[config.mk]
export PLATFORM = sky130hd
export DESIGN_NAME = drh_track
export DESIGN_NICKNAME = d
export VERILOG_FILES = /design/src/hdl/drh_pkg.sv /design/src/hdl/drh_track.sv
export SDC_FILE = /design/constraint.sdc
export NUM_CORES = 1
export LEC_CHECK = 0
export ABC_AREA = 1
export BUFFER_PORTS_ARGS = -buffer_cell sky130_fd_sc_hd__buf_2
export CAP_MARGIN = 10
export CELL_PAD_IN_SITES_DETAIL_PLACEMENT = 0
export CELL_PAD_IN_SITES_GLOBAL_PLACEMENT = 2
export CORE_MARGIN = 4
export CORE_UTILIZATION = 27
export CTS_CLUSTER_DIAMETER = 40
export CTS_CLUSTER_SIZE = 28
export DETAILED_ROUTE_END_ITERATION = 6
export GPL_TIMING_DRIVEN = 1
export PLACE_DENSITY = 0.75
export SLEW_MARGIN = 20
export SYNTH_ARGS = -nofsm -noshare
export SYNTH_HDL_FRONTEND = slang
export SYNTH_SLANG_ARGS = --single-unit
[constraint.sdc]
create_clock -name i_clk -period 2.1 [get_ports i_clk]
set_clock_uncertainty 0.2 [all_clocks]
set_input_delay 0.105 -clock i_clk [delete_from_list [all_inputs] [get_ports i_clk]]
set_output_delay 0.105 -clock i_clk [all_outputs]
set_load 0.01 [all_outputs]
[src/hdl/drh_pkg.sv]
`default_nettype none

package drh_pkg;

    localparam logic [1:0] CMD_RECORD = 2'd0;
    localparam logic [1:0] CMD_FINISH = 2'd1;
    localparam logic [1:0] CMD_READ   = 2'd2;

    localparam logic [9:0]  RUN_MAX = 10'd1023;
    localparam logic [31:0] CNT_MAX = 32'hFFFF_FFFF;

    typedef struct packed {
        logic [1:0]  command;
        logic [15:0] chrom_id;
        logic [31:0] start_pos;
        logic [31:0] stop_pos;
        logic [9:0]  bin_index;
    } t_in_word;

    typedef struct packed {
        logic        unsorted_flag;
        logic [31:0] reads_total;
        logic [31:0] bin_count;
        logic [9:0]  run_so_far;
    } t_out_word;

    // status after one word, travels beside the bin lookup
    typedef struct packed {
        logic        unsorted_flag;
        logic [31:0] reads_total;
        logic [9:0]  run_so_far;
    } t_status;

    // histogram operation requested by one word
    typedef struct packed {
        logic inc;
        logic rd;
    } t_hist_op;

endpackage

`default_nettype wire

[src/hdl/drh_track.sv]
`default_nettype none

module drh_track #(
    parameter int HIST_BINS = 1024,
    localparam int AW = $clog2(HIST_BINS)
) (
    input  wire logic              i_clk,
    input  wire logic              i_rst_n,
    input  wire logic              i_cfg_wr_en,
    input  wire logic              i_cfg_wr_data,
    input  wire logic              i_accept,
    input  wire drh_pkg::t_in_word i_word,
    output drh_pkg::t_hist_op      o_op,
    output logic      [AW-1:0]     o_addr,
    output drh_pkg::t_status       o_status
);

    logic        r_paired;
    logic [15:0] r_last_chrom;
    logic [31:0] r_last_start;
    logic [31:0] r_last_stop;
    logic [9:0]  r_run;
    logic        r_have_last;
    logic [31:0] r_total;
    logic        r_err;

    logic [15:0] n_last_chrom;
    logic [31:0] n_last_start;
    logic [31:0] n_last_stop;
    logic [9:0]  n_run;
    logic        n_have_last;
    logic [31:0] n_total;
    logic        n_err;

    logic back;
    logic differ;
    logic run_clamp;

    assign back = (i_word.chrom_id == r_last_chrom) && (i_word.start_pos < r_last_start)
                  && (!r_paired || (i_word.stop_pos < r_last_stop));
    assign differ = (i_word.chrom_id != r_last_chrom) || (i_word.start_pos != r_last_start)
                    || (r_paired && (i_word.stop_pos != r_last_stop));

    // runs longer than the top bin land in it
    assign run_clamp = {7'd0, r_run} > 17'(HIST_BINS - 1);

    always_comb begin
        n_last_chrom = r_last_chrom;
        n_last_start = r_last_start;
        n_last_stop  = r_last_stop;
        n_run        = r_run;
        n_have_last  = r_have_last;
        n_total      = r_total;
        n_err        = r_err;
        o_op         = '0;
        o_addr       = AW'(i_word.bin_index);
        case (i_word.command)
            drh_pkg::CMD_RECORD: begin
                if (r_have_last && back) begin
                    n_err = 1'b1;
                end else begin
                    if (!r_have_last) begin
                        n_have_last = 1'b1;
                        n_run       = 10'd1;
                    end else if (differ) begin
                        o_op.inc = 1'b1;
                        n_run    = 10'd1;
                    end else if (r_run != drh_pkg::RUN_MAX) begin
                        n_run = r_run + 10'd1;
                    end
                    n_last_chrom = i_word.chrom_id;
                    n_last_start = i_word.start_pos;
                    n_last_stop  = i_word.stop_pos;
                    if (r_total != drh_pkg::CNT_MAX) begin
                        n_total = r_total + 32'd1;
                    end
                end
            end
            drh_pkg::CMD_FINISH: begin
                if (r_have_last) begin
                    o_op.inc    = 1'b1;
                    n_have_last = 1'b0;
                    n_run       = 10'd0;
                end
            end
            drh_pkg::CMD_READ: begin
                o_op.rd = {7'd0, i_word.bin_index} < 17'(HIST_BINS);
            end
            default: begin
            end
        endcase
        if (o_op.inc) begin
            o_addr = run_clamp ? AW'(HIST_BINS - 1) : AW'(r_run);
        end
    end

    assign o_status.unsorted_flag = n_err;
    assign o_status.reads_total   = n_total;
    assign o_status.run_so_far    = n_run;

    always_ff @(posedge i_clk) begin
        if (!i_rst_n) begin
            r_paired     <= 1'b0;
            r_last_chrom <= '0;
            r_last_start <= '0;
            r_last_stop  <= '0;
            r_run        <= '0;
            r_have_last  <= 1'b0;
            r_total      <= '0;
            r_err        <= 1'b0;
        end else begin
            if (i_cfg_wr_en) begin
                r_paired <= i_cfg_wr_data;
            end
            if (i_accept) begin
                r_last_chrom <= n_last_chrom;
                r_last_start <= n_last_start;
                r_last_stop  <= n_last_stop;
                r_run        <= n_run;
                r_have_last  <= n_have_last;
                r_total      <= n_total;
                r_err        <= n_err;
            end
        end
    end

endmodule

`default_nettype wire

# Word level (Yosys, flattened, before mapping)
# Cells that the tools add are included.
# classes
add_sub_neg	2
order_cmp	2
n_eq_ne	9
n_mux	20
n_bitwise	1
n_reduce_logical	12
# op_table
operator	count
32-bit 2-to-1 mux	3
32-bit < comparator	2
32-bit != test	2
10-bit 2-to-1 mux	6
32-bit by 1-bit adder with 32-bit output (second input constant)	1
32-bit != test (second input constant)	1
10-bit case mux with 2 select lines	1
16-bit equality test	1
16-bit != test	1
10-bit by 1-bit adder with 10-bit output (second input constant)	1
10-bit != test (second input constant)	1
1-bit 2-to-1 mux	8
3-bit AND reduction	2
1-bit logical AND	4
1-bit case mux with 2 select lines	2
1-bit logical OR	3
2-bit by 1-bit equality test with 1-bit output (second input constant)	1
2-bit equality test (second input constant)	1
2-bit zero test	1
2-bit != test (second input constant)	1
2-bit nonzero test	1
1-bit zero test	1
1-bit NOT	1
# word_totals
reg_bits	125
inputBits	97
out_inout_bits	55
wordCells	54

# Logic depth before layout (Yosys ltp)
# Gate-level depths: netlist of run 1.
# logic_depth
depth_word	8
depth_mapped	22
ltp_nobuf	21

# Worst setup path after synthesis of run 1
# Ideal clock, no wire load.
# synth_timing
path_type	flip-flop to output port
start	reg r_last_start[23]
end	out o_addr[0]
arrival_time_ps	2034
t_required_ps	1795
setup_slack_ps	-239
stages_incl_launch_ff	16
n_path_buf	1
cell_sequence	dfxtp_1 inv_1 ha_1 nand2_1 nor2_1 inv_1 nor3_2 inv_1 a21oi_1 nor2_2 nand2_1 nand3_1 nand2_1 buf_2 nor2_1 a21oi_1
# synth_between
elab_chain_cells	8
word_cells_on_any_way	12
classes_between	order compare: 1; eq/ne: 1; mux: 5; reduce/logical: 5
# synth_lines
item	line	rtl
from (decl)	drh_track.sv:20	logic [31:0] r_last_start;
from (signal assigned)	drh_track.sv:117	r_last_start <= n_last_start;
branches (longest 5 deep; another with 32-bit < comparator)	-	
1-bit 2-to-1 mux *	drh_track.sv:59	if (r_have_last && back) begin
1-bit case mux with 2 select lines *	drh_track.sv:57	case (i_word.command)
10-bit 2-to-1 mux *	drh_track.sv:92	if (o_op.inc) begin
to (decl)	drh_track.sv:14	output logic [AW-1:0] o_addr,
# Mark *: on every way between the ends.

# Worst setup path after layout of run 1
# layout_timing
start	reg r_last_stop[29]
end	out o_addr[7]
# layout_between
elab_chain_cells	8
word_cells_on_any_way	12
classes_between	order compare: 1; eq/ne: 1; mux: 5; reduce/logical: 5
# layout_lines
item	line	rtl
from (decl)	drh_track.sv:21	logic [31:0] r_last_stop;
from (signal assigned)	drh_track.sv:118	r_last_stop <= n_last_stop;
branches (longest 5 deep; another with 32-bit < comparator)	-	
1-bit 2-to-1 mux *	drh_track.sv:59	
1-bit case mux with 2 select lines *	drh_track.sv:57	
10-bit 2-to-1 mux *	drh_track.sv:92	
# Marked as above.

==> results.toml, run 1 <==
[cells_and_area]
drive_gt1_share_pct = 53.0
mostFrequentLayoutCell = "nand2_1"
n_fill_cell = 2916
syn2layout_area_growth_pct = 94.7
final_cell_area_um2 = 16600
nets = 1949
mostFrequentLayoutCells = "nand2_1, inv_1, buf_4"
utilization_pct = 53.8

[synthesis]
yosys.area.top_type = "dfxtp_1"
yosysWarnings = 0
synthesis.area_per_instance_um2 = 6.44
synth_area_leaders = "dfxtp_1, nand2_1, a21oi_1, ha_1, inv_1"
yosys.area.top_type_share_pct = 29.4
synthCells = 1323
ys_seq_area_share_pct = 29.4
syn_area_um2 = 8520
synth-seq-cells = 125
synthDistinctLibCells = 37
synth_fp_nets = 1486

[setup_path]
path_class = "reg -> out"
critPathMaxFanout = 5
critical_path_buf_inv_count = 5
cp.required_ns = 1.79
slowest_stage = "dfxtp_2"
cp-start-kind = "flip-flop"
cp_cell_sequence = "inv_2 -> ha_4 -> nand2_4 -> nor2_4 -> nand2_4 -> nor3b_4 -> nand2_1 -> nand2_2 -> nand4_1 -> buf_4 -> nand3_4 -> nand2_4 -> buf_6 -> buf_16 -> a21oi_2 -> buf_2"
cpLargestDelayFamily = "simple AND/OR/NAND/NOR gates"
cp-end-kind = "output pin"
critPathMaxStageDelay_ns = 0.32
worst_path_most_repeated_cell = "nand2_4"
critPathArrivalTime_ns = 2.76

[sta]
fin_crit_sh_pct = 146
setup_viol = 178
finalCriticalPeriod_ns = 3.07
maxSlewViolCount = 0
relSlewSlack_pct = 54.5
worst_pin_slew_ns = 0.683
hold_viol = 0
rsz0062_at_grt = "yes"
clock.fmax_mhz = 326
timing.final.ws_setup_ns = -0.968

[power_and_ir_drop]
clockPowerShare_pct = 39.9
peakVddDrop_mv = 0.540
p_int_uw = 5660
power.leakage_uw = 0.00733
powerDensity_nw_per_um2 = 495
pwr-share-comb_pct = 28.8
p_seq_share_pct = 31.4
swShare_pct = 31.1
p_sw_uw = 2550

[floorplanning]
initial_utilization_pct = 27.6
num_io_pins = 152
core_um2 = 30800
die_area_um2 = 34500
die_w_um = 186
die_y_um = 186
num_rows = 64

[clocking]
insertion_delay_ns = 0.44
cts_root_buf = "clkbuf_16"
htreeDepth = 4
cts_buffers = 17
clockBufferDepth = 2
clk_pin_slew_ns = 0.06
cts_tree = "built"
clock-sinks = 125

[global_routing]
grt_use_total_pct = 18.7
grt_max_degree = 87
grt_pass1_vias = 9955
grt_overflow = 0
antenna_found_initial = 2
grt_pass1_wl_mm = 51.5

[job]
cap_violations = 0

[hold_path]
hold_class = "in -> reg"

[run_status]
status = "complete, but fails checks"
violations = "setup timing"

[detailed_routing]
wirelength_mm = 34.0
drt-initial-drc-count = 376
wl_per_cell_um = 15.5
drc_errors = 0
ant_nets = 0
route.vias.total = 10100
viasPerCell = 4.62
dr.pass1.iters = 5

[placement]
dp_hpwl_mm = 20.1
place.gp.congestion = 0.763
port_buffers = 151
dpl_cell_area_um2 = 11300
[through the flow]
stage,instances,total power (µW),hold slack [ns],setup TNS (ns),setup slack [ns]
finish,2195,8210,0.0305,-123.42,-0.968
global route,2195,8600,0.0455,-148.11,-1.11
CTS,2178,7910,0.00366,-130.93,-1.01
detailed placement,1997,4090,0.100,-87.28,-0.596
global placement,1997,4080,0.0951,-83.16,-0.585
floorplan,1323,3460,-0.000931,-13.51,-0.122
[power by group through the flow]
stage                     sequential, µW  clock [µW]  combinational, µW
after detailed placement            2620           0               1470
after global routing                2590        3410               2590
after global placement              2620           0               1470
final                               2580        3270               2360
after CTS                           2570        3330               2020
after floorplan                     2620           0                838
[cell usage after synthesis (all sizes together)]
cell type and count:
nand2 309, nor4 1, inv 224, xnor2 11, clkbuf 24, dfxtp 125
or2 4, nor3 19, o21ai 116, a21o 2, a31oi 1, xor2 10
nand4 26, buf 27, o21a 4, nand3 94, clkinv 1, a21oi 167
ha 66, o21bai 1, nor2 90, nor3b 1
[metal layers]
metal,track usage (%),share of wire [%]
met2,31.8,49
met3,2.93,2.5
met5,0,0.059
met1,24.9,48
met4,4.37,0.97
[final timing paths]
| check | from | endpoint | slack [ns] | depth (start not counted) |
|---|---|---|---|---|
| max | r_last_stop[29] | o_addr[7] | -0.97 | 16 |
| min | i_word[91] | r_run[8] | 0.03 | 7 |
| max reg2reg | r_last_stop[29] | r_last_chrom[9] | -0.83 | 20 |
| min reg2reg | r_last_start[12] | r_last_start[12] | 0.26 | 2 |
[repair_timing]
item | 4_1_cts | 5_1_grt
resized for setup | 345 | 339
hold buffers | 85 | 0
gates cloned | 26 | 6
hold endpoints to repair | 86 | 0
pin swaps | 94 | 168
setup buffers | 41 | 21
endpoints found under the setup margin | 178 | 178
[worst reg2reg max path, delay by kind of cell, from the launching register on]
kind / cells / cell delay, ns
AOI/OAI and AO/OA: 1 / 0.10
adders and majority gates: 1 / 0.27
buffers and inverters: 9 / 1.08
DFF: 1 / 0.32
and+or+nand+nor: 9 / 0.90
[final cells by class]
| type | count | area (µm²) | share of cell area (%) |
|---|---|---|---|
| diodes | 1 | 2.50 | 0.0151 |
| well taps | 396 | 495 | 2.99 |
| repair buffers | 492 | 4700 | 28.3 |
| inverters | 225 | 850 | 5.12 |
| flip-flops and latches | 125 | 2520 | 15.2 |
| clock buffers | 18 | 429 | 2.59 |
| clock inverters | 13 | 189 | 1.14 |
| multi-input cells | 925 | 7400 | 44.6 |
[sequential cells by signal (all words and copies together), names as in the netlist]
register and cells:
r_run 10, r_total 32, r_last_stop 32, r_have_last 1
r_last_chrom 16, r_err 1, r_paired 1, r_last_start 32
[cell families (layout without fill, tap and decap cells)]
logic type / Yosys count / after routing / synth area share (%)
AO/OA/AOI/OAI: 291 / 291 / 17.5
adder cells (fa/ha/maj): 66 / 66 / 9.69
other: 0 / 1 / 0
XOR/XNOR: 21 / 21 / 2.16
buffers and inverters: 276 / 748 / 12.9
flip-flops: 125 / 125 / 29.4
AND/OR/NAND/NOR: 544 / 547 / 28.3
Note: power is estimated with default switching activity, not from simulation.
==> run 2, diff against run 1 <==
- GPL_TIMING_DRIVEN: 1 -> 0
==> results.toml, run 2 (synthesized netlist as in run 1, its figures left out) <==
[power_and_ir_drop]
powerDensity_nw_per_um2 = 506
power.leakage_uw = 0.00677
peakVddDrop_mv = 0.554

[floorplanning]
num_io_pins = 152
die_w_um = 186
initial_utilization_pct = 27.6
die_y_um = 186
die_area_um2 = 34500
core_um2 = 30800
num_rows = 64

[cells_and_area]
mostFrequentLayoutCells = "nand2_1, inv_1, buf_2"
n_fill_cell = 2964
syn2layout_area_growth_pct = 85.5
nets = 1842
drive_gt1_share_pct = 50.5
utilization_pct = 51.3
mostFrequentLayoutCell = "nand2_1"
multiInputGateArea_um2 = 7560
final_cell_area_um2 = 15800
reg.largest.list = "r_last_start (32), r_last_stop (32), r_total (32)"
final_cells = 2091
seq_area_um2 = 2540

[clocking]
ctsHoldBuffers = 82
clockBufferDepth = 2
htreeDepth = 4
clk_pin_slew_ns = 0.06
cts_root_buf = "clkbuf_16"
insertion_delay_ns = 0.44
cts_tree = "built"
cts_buffers = 17
clock-sinks = 125

[detailed_routing]
dr.pass1.iters = 5
ant_nets = 0
wl_per_cell_um = 16.0
drt-initial-drc-count = 357
route.vias.total = 9783
viasPerCell = 4.68
drc_errors = 0
wirelength_mm = 33.5

[sta]
hold_slack_ns = -0.0355
relSlewSlack_pct = 20.9
hold_viol = 1
timing.final.ws_setup_ns = -0.926
clock.fmax_mhz = 331
worst_pin_slew_ns = 1.18
setup_viol = 178
finalCriticalPeriod_ns = 3.03
maxSlewViolCount = 0
fin_crit_sh_pct = 144
rsz0062_at_grt = "yes"

[setup_path]
cp-end-kind = "output pin"
r2r_cells = 22
path_class = "reg -> out"
cpLargestDelayFamily = "buffers and inverters"
cp_cell_sequence = "inv_2 -> ha_4 -> nand2_4 -> nor2_4 -> nand4_1 -> nor2_4 -> inv_2 -> o21ai_4 -> nor2_4 -> buf_6 -> a21oi_4 -> buf_12 -> buf_12 -> buf_6 -> nand3_4 -> nand2_2 -> buf_6"
critPathArrivalTime_ns = 2.72
slowest_stage = "dfxtp_2"
critical_path_buf_inv_count = 7
critPathMaxFanout = 5
cp-start-kind = "flip-flop"
cp.required_ns = 1.79
critPathMaxStageDelay_ns = 0.32
path_depth = 17

[global_routing]
grt_pass1_wl_mm = 51.8
grt_max_degree = 17
antenna_found_initial = 4
grt_overflow = 0
grt_pass1_vias = 9919
grt_use_total_pct = 18.9

[placement]
port_buffers = 151
dp_hpwl_mm = 21.7
pre_cts_slack_ns = -0.743
dpl_cell_area_um2 = 10100
dpl.cell_count = 1870
place.gp.congestion = 0.804

[run_status]
violations = "hold timing, setup timing"
status = "complete, but fails checks"

[job]
cap_violations = 0

[hold_path]
hold_class = "in -> reg"
min_path_cells = 5
run 2: cell types whose count changed in the layout (fill, tap and decap cells not counted), moves of 7 or more:
cell,before,now
dfxtp_1,107,95
nand2_1,200,192
nor2_4,26,37
clkbuf_1,1,24
a21oi_2,88,78
buf_8,9,20
a21oi_4,6,13
dfxtp_2,18,30
buf_4,169,45
run 2: where the power goes:
part           leakage, µW  internal (µW)  switching [µW]
registers          0.00104           2510             116
logic              0.00545           1070            1160
clock network     0.000282           1870            1270
total              0.00677           5450            2540
run 2: worst paths after layout:
| path | start | to | slack, ns |
|---|---|---|---|
| worst min register to register | r_last_stop[12] | r_last_stop[12] | 0.25 |
| worst min-delay path | i_word[91] | r_run[2] | -0.04 |
| worst max register to register | r_last_start[7] | r_total[22] | -0.90 |
| worst max-delay path | r_last_start[20] | o_status[12] | -0.93 |
run 2: worst register-to-register path: cells and delay by family, from the launching register on:
family,cells,cell delay [ns]
AO/OA/AOI/OAI,3,0.30
adder cells (fa/ha/maj),1,0.22
buffers and inverters,10,1.22
flip-flops,1,0.30
AND/OR/NAND/NOR,8,0.73
run 2: per-stage QoR:
| step | setup TNS (ns) | power [µW] | hold WS [ns] |
|---|---|---|---|
| global route | -147.91 | 8400 | -0.0213 |
| global placement | -109.76 | 3910 | 0.101 |
| finish | -124.77 | 7990 | -0.0355 |
| detailed placement | -109.99 | 3920 | 0.106 |
| CTS | -131.23 | 7750 | -0.0652 |
| floorplan | -13.51 | 3460 | -0.000931 |
run 2: layout make-up:
cell class | count | share of cell area, %
Multi-Input combinational cell | 922 | 47.8
Timing Repair Buffer | 339 | 20.6
Sequential cell | 125 | 16.1
Inverter | 225 | 5.41
Tap cell | 396 | 3.14
Buffer | 49 | 3.10
Clock buffer | 18 | 2.72
Clock inverter | 14 | 1.08
Antenna cell | 3 | 0.0475
run 2: repair_timing:
| item | CTS | global route |
|---|---|---|
| gates resized for setup | 476 | 302 |
| endpoints found under the hold margin | 82 | 1 |
| cloned | 23 | 0 |
| pin swaps | 163 | 109 |
| buffers inserted | 64 | 34 |
| endpoints found under the setup margin | 178 | 178 |
run 2: metal layers:
layer,up-vias,part of all wire (%),wire length [µm],global-route usage [%]
li1,5011,-,-,-
met2,149,49,16500,32.3
met5,-,0.024,8,0
met4,2,0.97,327,4.63
met1,4601,46,15500,24.9
met3,20,3.5,1170,3.36
